**config.mk**
```make
export PLATFORM = sky130hd
export DESIGN_NAME = keypad_code_lock_controller
export DESIGN_NICKNAME = d
export VERILOG_FILES = /design/src/hdl/kcl_pkg.sv /design/src/hdl/kcl_codes.sv /design/src/hdl/keypad_code_lock_controller.sv
export SDC_FILE = /design/constraint.sdc
export NUM_CORES = 1
export LEC_CHECK = 0
export BUFFER_PORTS_ARGS = -buffer_cell sky130_fd_sc_hd__buf_2
export CORE_MARGIN = 5
export CORE_UTILIZATION = 60
export DETAILED_ROUTE_END_ITERATION = 7
export HOLD_SLACK_MARGIN = 0.15
export PLACE_DENSITY = 0.8
export SKIP_CTS_REPAIR_TIMING = 1
export SYNTH_ARGS = -nofsm -noshare
export SYNTH_HDL_FRONTEND = slang
export SYNTH_SLANG_ARGS = --single-unit
```
**constraint.sdc**
```tcl
create_clock -name clk_i -period 7.5 [get_ports clk_i]
set_input_delay 0 -clock clk_i [delete_from_list [all_inputs] [get_ports clk_i]]
set_output_delay 0 -clock clk_i [all_outputs]
set_load 0.1 [all_outputs]
```
**src/hdl/kcl_pkg.sv**
```systemverilog
// shared types and constants of the keypad code lock
`default_nettype none
package kcl_pkg;

  localparam int unsigned CodeLength = 4;
  localparam int unsigned SymW       = 4;
  localparam int unsigned CntW       = $clog2(CodeLength);
  localparam int unsigned TickW      = 16;
  localparam int unsigned FailW      = 4;
  localparam int unsigned CfgDataW   = 16;

  localparam logic [SymW-1:0]  SymStar         = 4'd14;
  localparam logic [SymW-1:0]  SymHash         = 4'd15;
  localparam logic [TickW-1:0] LockoutTicksRst = 16'd20000;
  localparam logic [FailW-1:0] FailLimitRst    = 4'd4;

  typedef enum logic [0:0] {
    CFG_LOCKOUT_TICKS = 1'b0,
    CFG_FAILURE_LIMIT = 1'b1
  } cfg_idx_e;

  typedef enum logic [3:0] {
    EV_NONE     = 4'd0,
    EV_TAKEN    = 4'd1,
    EV_UNLOCK   = 4'd2,
    EV_WRONG    = 4'd3,
    EV_LOCKOUT  = 4'd4,
    EV_IGNORED  = 4'd5,
    EV_VERIFIED = 4'd6,
    EV_CHANGED  = 4'd7,
    EV_PHOTO    = 4'd8
  } event_e;

  typedef enum logic [1:0] {
    MODE_NORMAL  = 2'd0,
    MODE_VERIFY  = 2'd1,
    MODE_NEWCODE = 2'd2
  } mode_e;

  typedef struct packed {
    logic            req_type;
    logic [SymW-1:0] key_symbol;
  } kcl_in_t;

  typedef struct packed {
    logic [3:0] event_code;
    logic [1:0] lock_mode;
    logic [1:0] symbols_entered;
    logic       locked_out;
  } kcl_out_t;

  // control from the sequencing logic to the code store
  typedef struct packed {
    logic            wr_en;
    logic [CntW-1:0] wr_idx;
    logic [SymW-1:0] sym;
    logic            commit;
  } kcl_store_ctrl_t;

endpackage
`default_nettype wire

```
**src/hdl/kcl_codes.sv**
```systemverilog
// entry buffer and stored code with the full-entry compare
`default_nettype none
module kcl_codes (
  input  wire logic                     clk_i,
  input  wire logic                     rst_ni,
  input  wire kcl_pkg::kcl_store_ctrl_t ctrl_i,
  output logic                          match_o
);
  import kcl_pkg::*;

  logic [SymW-1:0] entry_q [CodeLength];
  logic [SymW-1:0] code_q  [CodeLength];
  logic [SymW-1:0] cand    [CodeLength];

  // candidate entry: buffer with the incoming symbol as its last entry
  always_comb begin
    for (int i = 0; i < CodeLength; i++) begin
      cand[i] = (i == CodeLength - 1) ? ctrl_i.sym : entry_q[i];
    end
  end

  always_comb begin
    match_o = 1'b1;
    for (int i = 0; i < CodeLength; i++) begin
      if (cand[i] != code_q[i]) begin
        match_o = 1'b0;
      end
    end
  end

  always_ff @(posedge clk_i) begin
    if (ctrl_i.wr_en) begin
      entry_q[ctrl_i.wr_idx] <= ctrl_i.sym;
    end
  end

  always_ff @(posedge clk_i or negedge rst_ni) begin
    if (!rst_ni) begin
      for (int i = 0; i < CodeLength; i++) begin
        code_q[i] <= '0;
      end
    end else if (ctrl_i.commit) begin
      for (int i = 0; i < CodeLength; i++) begin
        code_q[i] <= cand[i];
      end
    end
  end

endmodule
`default_nettype wire

```
**src/hdl/keypad_code_lock_controller.sv**
```systemverilog
// keypad code lock controller top level
// Usage: items arrive on the in channel (valid/ready); each is a key press
// (req_type 0, key_symbol 0-15) or one timer tick (req_type 1). Every item
// gives exactly one result on the out channel (valid/ready): event code,
// current mode, symbols held in the entry buffer and the lockout flag.
// The result of an item accepted at one edge is valid after that edge.
// Throughput is one item per cycle while the receiver takes each result,
// set by the single result register; the next item is taken while the
// result is taken in the same cycle.
// When the receiver stalls, the result register holds its item and in
// ready drops until that item is taken; no item is lost or repeated.
// The config port writes lockout_ticks (index 0) and failure_limit
// (index 1) on any edge with cfg_we_i high; write only while idle.
// Reset sets the code to four zero symbols, normal entry mode, zero
// failures, no lockout, lockout_ticks 20000 and failure_limit 4.
`default_nettype none
module keypad_code_lock_controller (
  input  wire logic                         clk_i,
  input  wire logic                         rst_ni,
  input  wire logic                         in_valid_i,
  output logic                              in_ready_o,
  input  wire kcl_pkg::kcl_in_t             in_data_i,
  output logic                              out_valid_o,
  input  wire logic                         out_ready_i,
  output kcl_pkg::kcl_out_t                 out_data_o,
  input  wire logic                         cfg_we_i,
  input  wire logic                         cfg_addr_i,
  input  wire logic [kcl_pkg::CfgDataW-1:0] cfg_wdata_i
);
  import kcl_pkg::*;

  logic [TickW-1:0] lock_ticks_q;
  logic [FailW-1:0] fail_limit_q;
  logic [TickW-1:0] lockout_q, lockout_d;
  logic [FailW-1:0] fail_cnt_q, fail_cnt_d;
  logic [FailW-1:0] fail_inc;
  logic [CntW-1:0]  cnt_q, cnt_d;
  mode_e            mode_q, mode_d;
  event_e           ev;
  logic             out_valid_q;
  kcl_out_t         out_q;
  logic             in_acc;
  logic             match;
  logic             is_key;
  kcl_store_ctrl_t  store_ctrl;

  assign in_ready_o  = !out_valid_q || out_ready_i;
  assign in_acc      = in_valid_i && in_ready_o;
  assign out_valid_o = out_valid_q;
  assign out_data_o  = out_q;
  assign fail_inc    = fail_cnt_q + 1'b1;
  assign is_key      = !in_data_i.req_type && (lockout_q == '0);

  kcl_codes u_codes (
    .clk_i   (clk_i),
    .rst_ni  (rst_ni),
    .ctrl_i  (store_ctrl),
    .match_o (match)
  );

  always_comb begin
    lockout_d  = lockout_q;
    fail_cnt_d = fail_cnt_q;
    cnt_d      = cnt_q;
    mode_d     = mode_q;
    ev         = EV_NONE;
    store_ctrl.wr_en  = 1'b0;
    store_ctrl.wr_idx = cnt_q;
    store_ctrl.sym    = in_data_i.key_symbol;
    store_ctrl.commit = 1'b0;
    if (in_data_i.req_type) begin
      if (lockout_q != '0) begin
        lockout_d = lockout_q - 1'b1;
      end
    end else if (!is_key) begin
      ev = EV_IGNORED;
    end else if (in_data_i.key_symbol == SymStar || in_data_i.key_symbol == SymHash) begin
      cnt_d = '0;
      if (mode_q != MODE_NORMAL) begin
        ev = EV_IGNORED;
      end else if (in_data_i.key_symbol == SymHash) begin
        ev = EV_PHOTO;
      end else begin
        mode_d = MODE_VERIFY;
        ev     = EV_TAKEN;
      end
    end else if (cnt_q != CntW'(CodeLength - 1)) begin
      store_ctrl.wr_en = 1'b1;
      cnt_d = cnt_q + 1'b1;
      ev    = EV_TAKEN;
    end else begin
      // last symbol: compare or commit without storing it in the buffer
      cnt_d = '0;
      unique case (mode_q)
        MODE_NEWCODE: begin
          store_ctrl.commit = 1'b1;
          mode_d = MODE_NORMAL;
          ev     = EV_CHANGED;
        end
        default: begin
          if (match) begin
            fail_cnt_d = '0;
            if (mode_q == MODE_VERIFY) begin
              mode_d = MODE_NEWCODE;
              ev     = EV_VERIFIED;
            end else begin
              ev = EV_UNLOCK;
            end
          end else if (fail_inc >= fail_limit_q) begin
            fail_cnt_d = '0;
            lockout_d  = lock_ticks_q;
            ev         = EV_LOCKOUT;
          end else begin
            fail_cnt_d = fail_inc;
            ev         = EV_WRONG;
          end
        end
      endcase
    end
    if (!in_acc) begin
      store_ctrl.wr_en  = 1'b0;
      store_ctrl.commit = 1'b0;
    end
  end

  always_ff @(posedge clk_i or negedge rst_ni) begin
    if (!rst_ni) begin
      lock_ticks_q <= LockoutTicksRst;
      fail_limit_q <= FailLimitRst;
    end else if (cfg_we_i) begin
      unique case (cfg_idx_e'(cfg_addr_i))
        CFG_LOCKOUT_TICKS: lock_ticks_q <= cfg_wdata_i[TickW-1:0];
        CFG_FAILURE_LIMIT: fail_limit_q <= cfg_wdata_i[FailW-1:0];
        default: ;
      endcase
    end
  end

  always_ff @(posedge clk_i or negedge rst_ni) begin
    if (!rst_ni) begin
      lockout_q   <= '0;
      fail_cnt_q  <= '0;
      cnt_q       <= '0;
      mode_q      <= MODE_NORMAL;
      out_valid_q <= 1'b0;
    end else begin
      if (in_acc) begin
        lockout_q   <= lockout_d;
        fail_cnt_q  <= fail_cnt_d;
        cnt_q       <= cnt_d;
        mode_q      <= mode_d;
        out_valid_q <= 1'b1;
      end else if (out_ready_i) begin
        out_valid_q <= 1'b0;
      end
    end
  end

  always_ff @(posedge clk_i) begin
    if (in_acc) begin
      out_q.event_code      <= ev;
      out_q.lock_mode       <= mode_d;
      out_q.symbols_entered <= 2'(cnt_d);
      out_q.locked_out      <= (lockout_d != '0);
    end
  end

  a_result_follows: assert property (@(posedge clk_i) disable iff (!rst_ni)
    in_acc |=> out_valid_q) else $error("item accepted without a result");

  a_lockout_freezes_mode: assert property (@(posedge clk_i) disable iff (!rst_ni)
    (in_acc && !in_data_i.req_type && lockout_q != '0) |=>
      ($stable(mode_q) && $stable(cnt_q) && $stable(fail_cnt_q)))
    else $error("key changed state during lockout");

  a_tick_counts_down: assert property (@(posedge clk_i) disable iff (!rst_ni)
    (in_acc && in_data_i.req_type && lockout_q != '0) |=>
      (lockout_q == $past(lockout_q) - 1'b1))
    else $error("lockout did not count down on tick");

  a_flag_matches_count: assert property (@(posedge clk_i) disable iff (!rst_ni)
    in_acc |=> (out_q.locked_out == (lockout_q != '0)))
    else $error("locked_out flag disagrees with lockout counter");

endmodule
`default_nettype wire
```
==> results of run 1 <==
[power by group through the flow]
stage,registers [mW],logic [mW],clock network (mW)
after floorplan,0.575,0.164,0
after global placement,0.570,0.226,0
after detailed placement,0.573,0.232,0
after CTS,0.564,0.234,0.296
after global routing,0.573,0.274,0.313
final,0.565,0.245,0.289
[flip-flops by register name (all words and copies together) (netlist names)]
signal	cells
cnt_q	2
fail_cnt_q	4
u_codes.entry_q	12
u_codes.code_q	16
out_data_o	9
fail_limit_q	4
lockout_q	16
mode_q	2
out_valid_o	1
lock_ticks_q	16
[per-layer routing]
layer | part of all wire | global-route usage | up-vias
met2 | 0.50 | 0.3446 | 118
met3 | 0.057 | 0.03710 | 18
met1 | 0.43 | 0.2927 | 1623
met4 | 0.017 | 0.09014 | 0
li1 | - | - | 1597
met5 | 0 | 0 | -
[layout make-up]
cell class | count | area share
Inverter | 12 | 0.008922
Timing Repair Buffer | 66 | 0.09219
Sequential cell | 82 | 0.4287
Clock inverter | 6 | 0.008426
Clock buffer | 10 | 0.02726
Multi-Input combinational cell | 292 | 0.4099
Tap cell | 99 | 0.02454
[metrics by stage]
step           std cells  utilization  hold slack (ns)
4_1_cts              542       0.6687          -0.1790
2_1_floorplan        402            -          -0.2956
6_report             567       0.7036           0.1536
3_5_place_dp         526       0.6436           0.2095
3_3_place_gp         526       0.6436           0.1998
5_1_grt              567       0.7036           0.1953
[critical path, cell delays in order (launching register included)]
cell	delay, ns
dfrtp_1	0.44
inv_1	0.09
ha_1	0.17
nor3b_1	0.45
and2_1	0.34
nand3_1	0.27
and4b_1	0.74
mux2i_1	0.16
nor3b_1	0.22
nand4_1	0.11
[worst paths after layout]
kind / end / slack, ns / cells after the start
max in group asynchronous: lock_ticks_q[0]$_DFFE_PN0P_ / 6.63 / 3
hold reg to reg: lock_ticks_q[3]$_DFFE_PN0P_ / 0.52 / 1
setup reg to reg: out_data_o[0]$_DFFE_PP_ / 4.25 / 9
min in group asynchronous: u_codes.code_q[5]$_DFFE_PN0P_ / 0.34 / 3
hold / removal: lock_ticks_q[0]$_DFFE_PN0P_ / 0.15 / 5
setup / recovery: out_data_o[0]$_DFFE_PP_ / 4.25 / 9
[cells by family (layout without fill, tap and decap cells)]
| family | count (synthesis) | in the layout | share of synthesized area |
|---|---|---|---|
| compound gates | 76 | 76 | 0.1131 |
| xor+xnor | 22 | 22 | 0.04421 |
| fa+ha+maj | 10 | 10 | 0.02871 |
| buf+inv | 28 | 94 | 0.02842 |
| flops | 82 | 82 | 0.4967 |
| mux | 42 | 42 | 0.1071 |
| simple gates | 142 | 142 | 0.1817 |
[layout by cell type, fill, tap and decap left out, types with 5 or more instances in the layout]
cell / n
edfxtp_1: 21
dlygate4sd3_1: 25
ha_1: 10
o21ai_0: 18
nor3_1: 14
nor4_1: 8
nor2_1: 20
mux2_2: 37
mux2i_1: 5
a21o_1: 7
nand4_1: 5
nand3_1: 11
dfrtp_1: 55
and2_1: 6
a31oi_1: 5
dfstp_2: 6
xor2_1: 18
nand2b_1: 9
a21oi_1: 21
inv_1: 11
buf_2: 37
nand2_1: 37
clkbuf_8: 10
[cells in the mapped netlist (2+ instances only)]
library cell  instances  area (sq um)
a211o_1               2         17.52
or4_1                 2         15.01
a31oi_1               5         31.28
mux2i_1               5         50.05
clkbuf_1             13         48.80
nor3_4                2         32.53
and2_1                6         37.54
nor2_1               20         75.07
nand2_1              37         138.9
nor3b_1               3         22.52
nand3_1              11         55.05
nand3b_1              2         15.01
a21oi_1              21         105.1
and4_1                2         17.52
a21boi_0              2         15.01
dfstp_2               6         157.7
or3_1                 2         12.51
a41oi_1               2         17.52
a22oi_1               2         15.01
a211oi_1              3         22.52
nand2b_1              9         56.30
nand4_1               5         31.28
dfrtp_1              55          1376
a2111oi_0             3         26.28
a21o_1                7         52.55
and3_1                4         25.02
nor3_1               14         70.07
edfxtp_1             21         630.6
inv_1                11         41.29
o21ai_0              18         90.09
nor4b_1               3         26.28
buf_6                 2         22.52
or3b_2                2         17.52
nor2b_1               3         18.77
nor4_1                8         50.05
mux2_2               37         416.7
xnor2_1               4         35.03
ha_1                 10         125.1
xor2_1               18         157.7
==> impl_results.md, run 1 <==
- CP max FO: 16
- Number of vias per cell: around 6
- GR Overflow Total: 0
- Largest net degree at the start of global routing: 62
- Crit. Startpoint: lockout_q[0]$_DFFE_PN0P_
- Die height: 95.23 um
- Final worst slack: about 4.3 ns
- Flops & latches, synth: 82
- First-pass GRT wire length: 15.17 mm
- FF/Latch Area: 2165 sq um
- Initial antenna violation count: 0
- Core ar.: 7176 sq um
- Fin. max-slew vios: 0
- Setup TNS: 0 ns
- Worst EP required: approximately 7.6 ns
- Die area: 9068 sq um
- H-tree depth: 3
- Final worst-path cycle share: 0.4328
- PwrDens: between 200 and 250 nW/um^2
- Relative slew slack: 0.4880
- 1st-iter DRT viols: 269
- Multi-input gate area in the final layout: 2069 sq um
- Clock buffer depth: 2
- Ys flop type: dfrtp_1
- TritonCTS buffer count: 9
- Routability cong.: ~0.91
- Number of flops mapped to enable cells by yosys: 21
- Post-Place Worst Slack: 4.277 ns
- YS warnings: 0
- Hold crit path type: input port to flop
- Setup violators final: 0
- Post-Synthesis Cell Area: 4358 sq um
- Sw power: 0.3586 mW
- Clk slew on worst S/H paths: around 0.080 ns
- Final total power: 1.099 mW
- Post-Route WL: just over 9 mm
- Finished Cell Area: 5049 sq um
- Routed WL per cell: 16.39 um
- Number of port buffers: 37
- Status: finished clean
- Maximum clock rate: 0.3081 GHz
- FP Rows: 31
- Final nets: 500
- Lkg Pwr: 2.197 nW
- TritonCTS clock tree: yes
- Internal: approximately 0.74 mW
- Worst-Margin Slew: 0.7656 ns
- Reg2Reg Launch Point: lockout_q[0]$_DFFE_PN0P_
- Switching share of total power: 0.3262
- Syn Nets: approximately 440
- Worst setup EP type: flop
- Placed instance area: 4618 sq um
- Ports: 38
- Synth async-reset ratio: 0.7439
- Yosys cell types: 59
- Vias in the first global route: 3135
- Max-cap violations: 0
- Clock period minus worst slack: ~3.2 ns
- Vias: about 3400
- Skew final: 0.008375 ns
- Syn-to-layout area delta: 15.85%
- WS Path Type: flop to flop
- Fillers: between 500 and 600
- Starting density of the core: 0.6073
- CTS root buf: clkbuf_8
- CP arrival: 3.33 ns
- Hold Startpoint: cfg_addr_i
- Seq pwr share: 0.514
- Maximum vdd ir drop: 120.1 uV
- Post-synthesis sequential area ratio: 0.4967
- Mapped Cells: between 400 and 500
- Antenna diode count: 0
- Syn avg cell area: roughly 11 sq um
- Final hold violation count: 0
- RSZ-0062 raised after global routing: false
- Routed Antenna Nets: 0
- DP Wirelength: approximately 6.4 mm
- Die X: 95.23 um
- Crit path launch type: flop
- Combinational group share of total power: 0.223
- Clock sinks: 82
- Pre-antenna DRT Iters: 5
- Drt drc: 0
- Clock share of power: 0.263
- Worst-skew pair later-pin latency: 0.35 ns
- GRT Total Usage: 0.2162
- Layout cell share with drive strength beyond 1: 0.2350
Note: power is estimated with default switching activity, not from simulation.
==> run 2: changes to the inputs <==
--- a/config.mk
+++ b/config.mk
@@ -5,12 +5,13 @@
 export SDC_FILE = /design/constraint.sdc
 export NUM_CORES = 1
 export LEC_CHECK = 0
+export ABC_AREA = 1
 export BUFFER_PORTS_ARGS = -buffer_cell sky130_fd_sc_hd__buf_2
 export CORE_MARGIN = 5
-export CORE_UTILIZATION = 60
+export CORE_UTILIZATION = 54
 export DETAILED_ROUTE_END_ITERATION = 7
 export HOLD_SLACK_MARGIN = 0.15
-export PLACE_DENSITY = 0.8
+export PLACE_DENSITY = 0.76
 export SKIP_CTS_REPAIR_TIMING = 1
 export SYNTH_ARGS = -nofsm -noshare
 export SYNTH_HDL_FRONTEND = slang
==> constraint.sdc (replaced) <==
create_clock -name clk_i -period 2.7 [get_ports clk_i]
set_input_delay 0 -clock clk_i [delete_from_list [all_inputs] [get_ports clk_i]]
set_output_delay 0 -clock clk_i [all_outputs]
set_load 0.1 [all_outputs]
==> run 2 against run 1 <==
Sequential cell count stayed put. Clock power grew to 3.2 times the previous value. Maximum frequency is 24% higher. Combinational power grew to 5.7 times the previous value. Clock skew is 0.0041 ns higher. Core utilization is 3.6 points lower. Synthesized area is 4.7% higher. Worst setup slack worse by 4.2 ns. Cell count is 39% higher. Via count is 23% higher. Routed wire length is 19% higher.
==> impl_results.md, run 2 <==
- Setup violators final: 0
- Largest family of logic cells by synthesized area: simple AND/OR/NAND/NOR gates
- Fin. max-slew vios: 0
- Maximum clock rate: 0.3827 GHz
- Largest registers: lock_ticks_q (16), lockout_q (16), u_codes.code_q (16)
- Post-Synthesis Cell Area: 4562 sq um
- Status: finished clean
- GRT Total Usage: 0.2199
- Post-synthesis mux area share: 0.004937
- Synth area leaders: dfrtp_1 30%, nand2_1 14%, edfxtp_1 14%
- Syn Nets: 637
- Ys flop type: dfrtp_1
- Initial antenna violation count: 0
- Clock period minus worst slack: 2.613 ns
- Final hold violation count: 0
- CP Cell Sequence: buf_4, nand3_1, xor2_1, ha_1, a21oi_1, nand3_4, nand4_1, nand2_1, nand3_1, nand2_1, nor2_1, nand2_1, nor2_1, nand2_1
- Worst-Margin Slew: 0.8389 ns
- Worst setup EP type: flop
- Die X: 101.9 um
- Lkg Pwr: ~2.7 nW
- Number of port buffers: 37
- Final worst-path cycle share: 0.9677
- Highest cell delay on the worst timing path: roughly 0.39 ns
- Starting density of the core: 0.5552
- Final nets: between 700 and 800
- Clk slew on worst S/H paths: 0.09 ns
- R2R depth: 14
- WS Path Type: flop to flop
- Number of vias per cell: 5.238
- Post-synth top area share: 0.3017
- Hold EP: lockout_q[0]$_DFFE_PN0P_
- Setup TNS: 0 ns
- Flops & latches, synth: 82
- First-pass GRT wire length: roughly 18 mm
- Routability cong.: approximately 0.95
- Largest net degree at the start of global routing: 62
- Relative slew slack: 0.4394
- Skew final: 0.01245 ns
- Die height: 101.9 um
- Pre-antenna DRT Iters: 5
- Post-Route WL: 11.08 mm
- Max-cap violations: 0
- YS warnings: 0
- Clock share of power: 0.235
- Core ar.: ~8200 sq um
- Worst reg-to-reg setup slack: 0.09 ns
- Adder-cell share of the synthesized area: 0.02743
- Fin util: 0.6677
- Mapped Cells: 600
- Vias: 4122
- Number of flops mapped to enable cells by yosys: 21
- Hold depth: 5
- DP Wirelength: between 7 and 8 mm
- Sw power: roughly 1.5 mW
- Commonest non-fill, non-tap cell in the layout: nand2_1
- Routed WL per cell: between 10 and 15 um
- Most instantiated library cell after synthesis: nand2_1
- CTS root buf: clkbuf_8
- Post-synthesis compound-gate area fraction: 0.08667
- CP arrival: 2.72 ns
- Post-synth top cells: 176 x nand2_1, 93 x inv_1, 57 x nor2_1
- Top delay family on crit path: simple AND/OR/NAND/NOR gates
- Clock buffer depth: 2
- Critical-path top delay cell: dfrtp_1
- Syn-to-layout area delta: 20.27%
- Maximum vdd ir drop: 453.1 uV
- Combinational group share of total power: 0.354
- Worst EP required: between 2 and 3 ns
- GR Overflow Total: 0
- XOR/XNOR Fraction of Synth Area: 0.01728
- Hold crit path type: input port to flop
- Internal: 2.394 mW
- Most frequent cells in the layout: 172 x nand2_1, 92 x inv_1, 57 x nor2_1
- Vias in the first global route: 3848
- Yosys top cell by area: dfrtp_1
- Drt drc: 0
- FP Rows: 33
- Reg2Reg Launch Point: fail_cnt_q[0]$_DFFE_PN0P_
- Routed Antenna Nets: 0
- Syn avg cell area: 7.603 sq um
- Bufs and invs on worst path: 1
- Fillers: 676
- Synth async-reset ratio: 0.7439
- Capturing point of the worst reg2reg path: out_data_o[0]$_DFFE_PP_
- Clock sinks: 82
- TritonCTS buffer count: 9
- Post-synthesis sequential area ratio: 0.4745
- Simple-gate share of the synthesized area: 0.2940
- Die area: 10390 sq um
- Worst-skew pair later-pin latency: 0.35 ns
- H-tree depth: 3
- Crit path launch type: flop
- 1st-iter DRT viols: 320
- Antenna diode count: 0
- Yosys cell types: 35
- Ports: 38
- PwrDens: about 720 nW/um^2
- Layout cell share with drive strength beyond 1: 0.1554
- TritonCTS clock tree: yes
- Seq pwr share: 0.411
- CP max FO: 4
- Hold Startpoint: in_valid_i
- Switching share of total power: 0.3898
- Most common cell on crit path: nand2_1
==> run 2: changes by cell type after synthesis, moves of 10 or more <==
| cell | previous run | this run |
|---|---|---|
| inv_1 | 11 | 93 |
| mux2_2 | 37 | 2 |
| o21ai_0 | 18 | 49 |
| nand3_1 | 11 | 43 |
| nand2_1 | 37 | 176 |
| nor3_1 | 14 | 4 |
| xor2_1 | 18 | 8 |
| nor2_1 | 20 | 57 |
==> run 2: area by class of cell <==
type | instances | area [sq um] | share of cell area
Sequential cell | 82 | 2165 | 0.3945
Inverter | 96 | 361.6 | 0.06591
Multi-Input combinational cell | 406 | 2029 | 0.3699
Timing Repair Buffer | 82 | 594.3 | 0.1083
Clock buffer | 12 | 155.1 | 0.02828
Clock inverter | 4 | 50.05 | 0.009122
Tap cell | 105 | 131.4 | 0.02395
==> run 2: metal layers <==
layer  global-route usage  routed length, um
met1               0.3203               5044
met2               0.3395               5108
met3              0.04027                778
met4              0.06155                145
met5                    0                  0
==> run 2: worst max-delay path by stage <==
stage | start | to | slack [ns] | cells past startpoint
floorplan | out_valid_o$_DFFE_PN0P_ | out_data_o[0]$_DFFE_PP_ | 0.17 | 4
global placement | fail_cnt_q[0]$_DFFE_PN0P_ | out_data_o[0]$_DFFE_PP_ | 0.17 | 17
detailed placement | fail_cnt_q[1]$_DFFE_PN0P_ | out_data_o[0]$_DFFE_PP_ | 0.07 | 17
CTS | fail_cnt_q[1]$_DFFE_PN0P_ | out_data_o[0]$_DFFE_PP_ | 0.06 | 17
global route | fail_cnt_q[0]$_DFFE_PN0P_ | out_data_o[0]$_DFFE_PP_ | -0.01 | 14
finish | fail_cnt_q[0]$_DFFE_PN0P_ | out_data_o[0]$_DFFE_PP_ | 0.09 | 14
==> run 2: tightest hold or removal path, cell delays in order <==
cell and delay (ns):
buf_2 0.08, nand2_1 0.06, buf_4 0.19, nand2_1 0.06, o21ai_0 0.07
==> run 2: power groups by stage <==
| stage | registers, mW | clock network [mW] | logic [mW] |
|---|---|---|---|
| 2_1_floorplan | 1.71 | 0 | 0.902 |
| 3_3_place_gp | 1.63 | 0 | 1.29 |
| 3_5_place_dp | 1.63 | 0 | 1.30 |
| 4_1_cts | 1.61 | 0.933 | 1.31 |
| 5_1_grt | 1.63 | 0.987 | 1.58 |
| 6_report | 1.61 | 0.921 | 1.39 |
==> run 2: cell families after synthesis <==
family                   after synthesis
adder cells (fa/ha/maj)               10
flip-flops                            82
AND/OR/NAND/NOR                      308
multiplexers                           2
AO/OA/AOI/OAI                         77
XOR/XNOR                               9
buffers and inverters                112
==> run 2: metrics by stage <==
step | power, mW | instance area [sq um] | instances | hold WS, ns | setup slack (ns)
2_1_floorplan | 2.610 | 4564 | 600 | -0.2956 | 0.1664
3_3_place_gp | 2.915 | 4928 | 742 | 0.2176 | 0.1728
3_5_place_dp | 2.932 | 4928 | 742 | 0.2173 | 0.07490
4_1_cts | 3.851 | 5134 | 758 | -0.1639 | 0.05648
5_1_grt | 4.197 | 5487 | 787 | 0.2021 | -0.01257
6_report | 3.923 | 5487 | 787 | 0.1666 | 0.08723
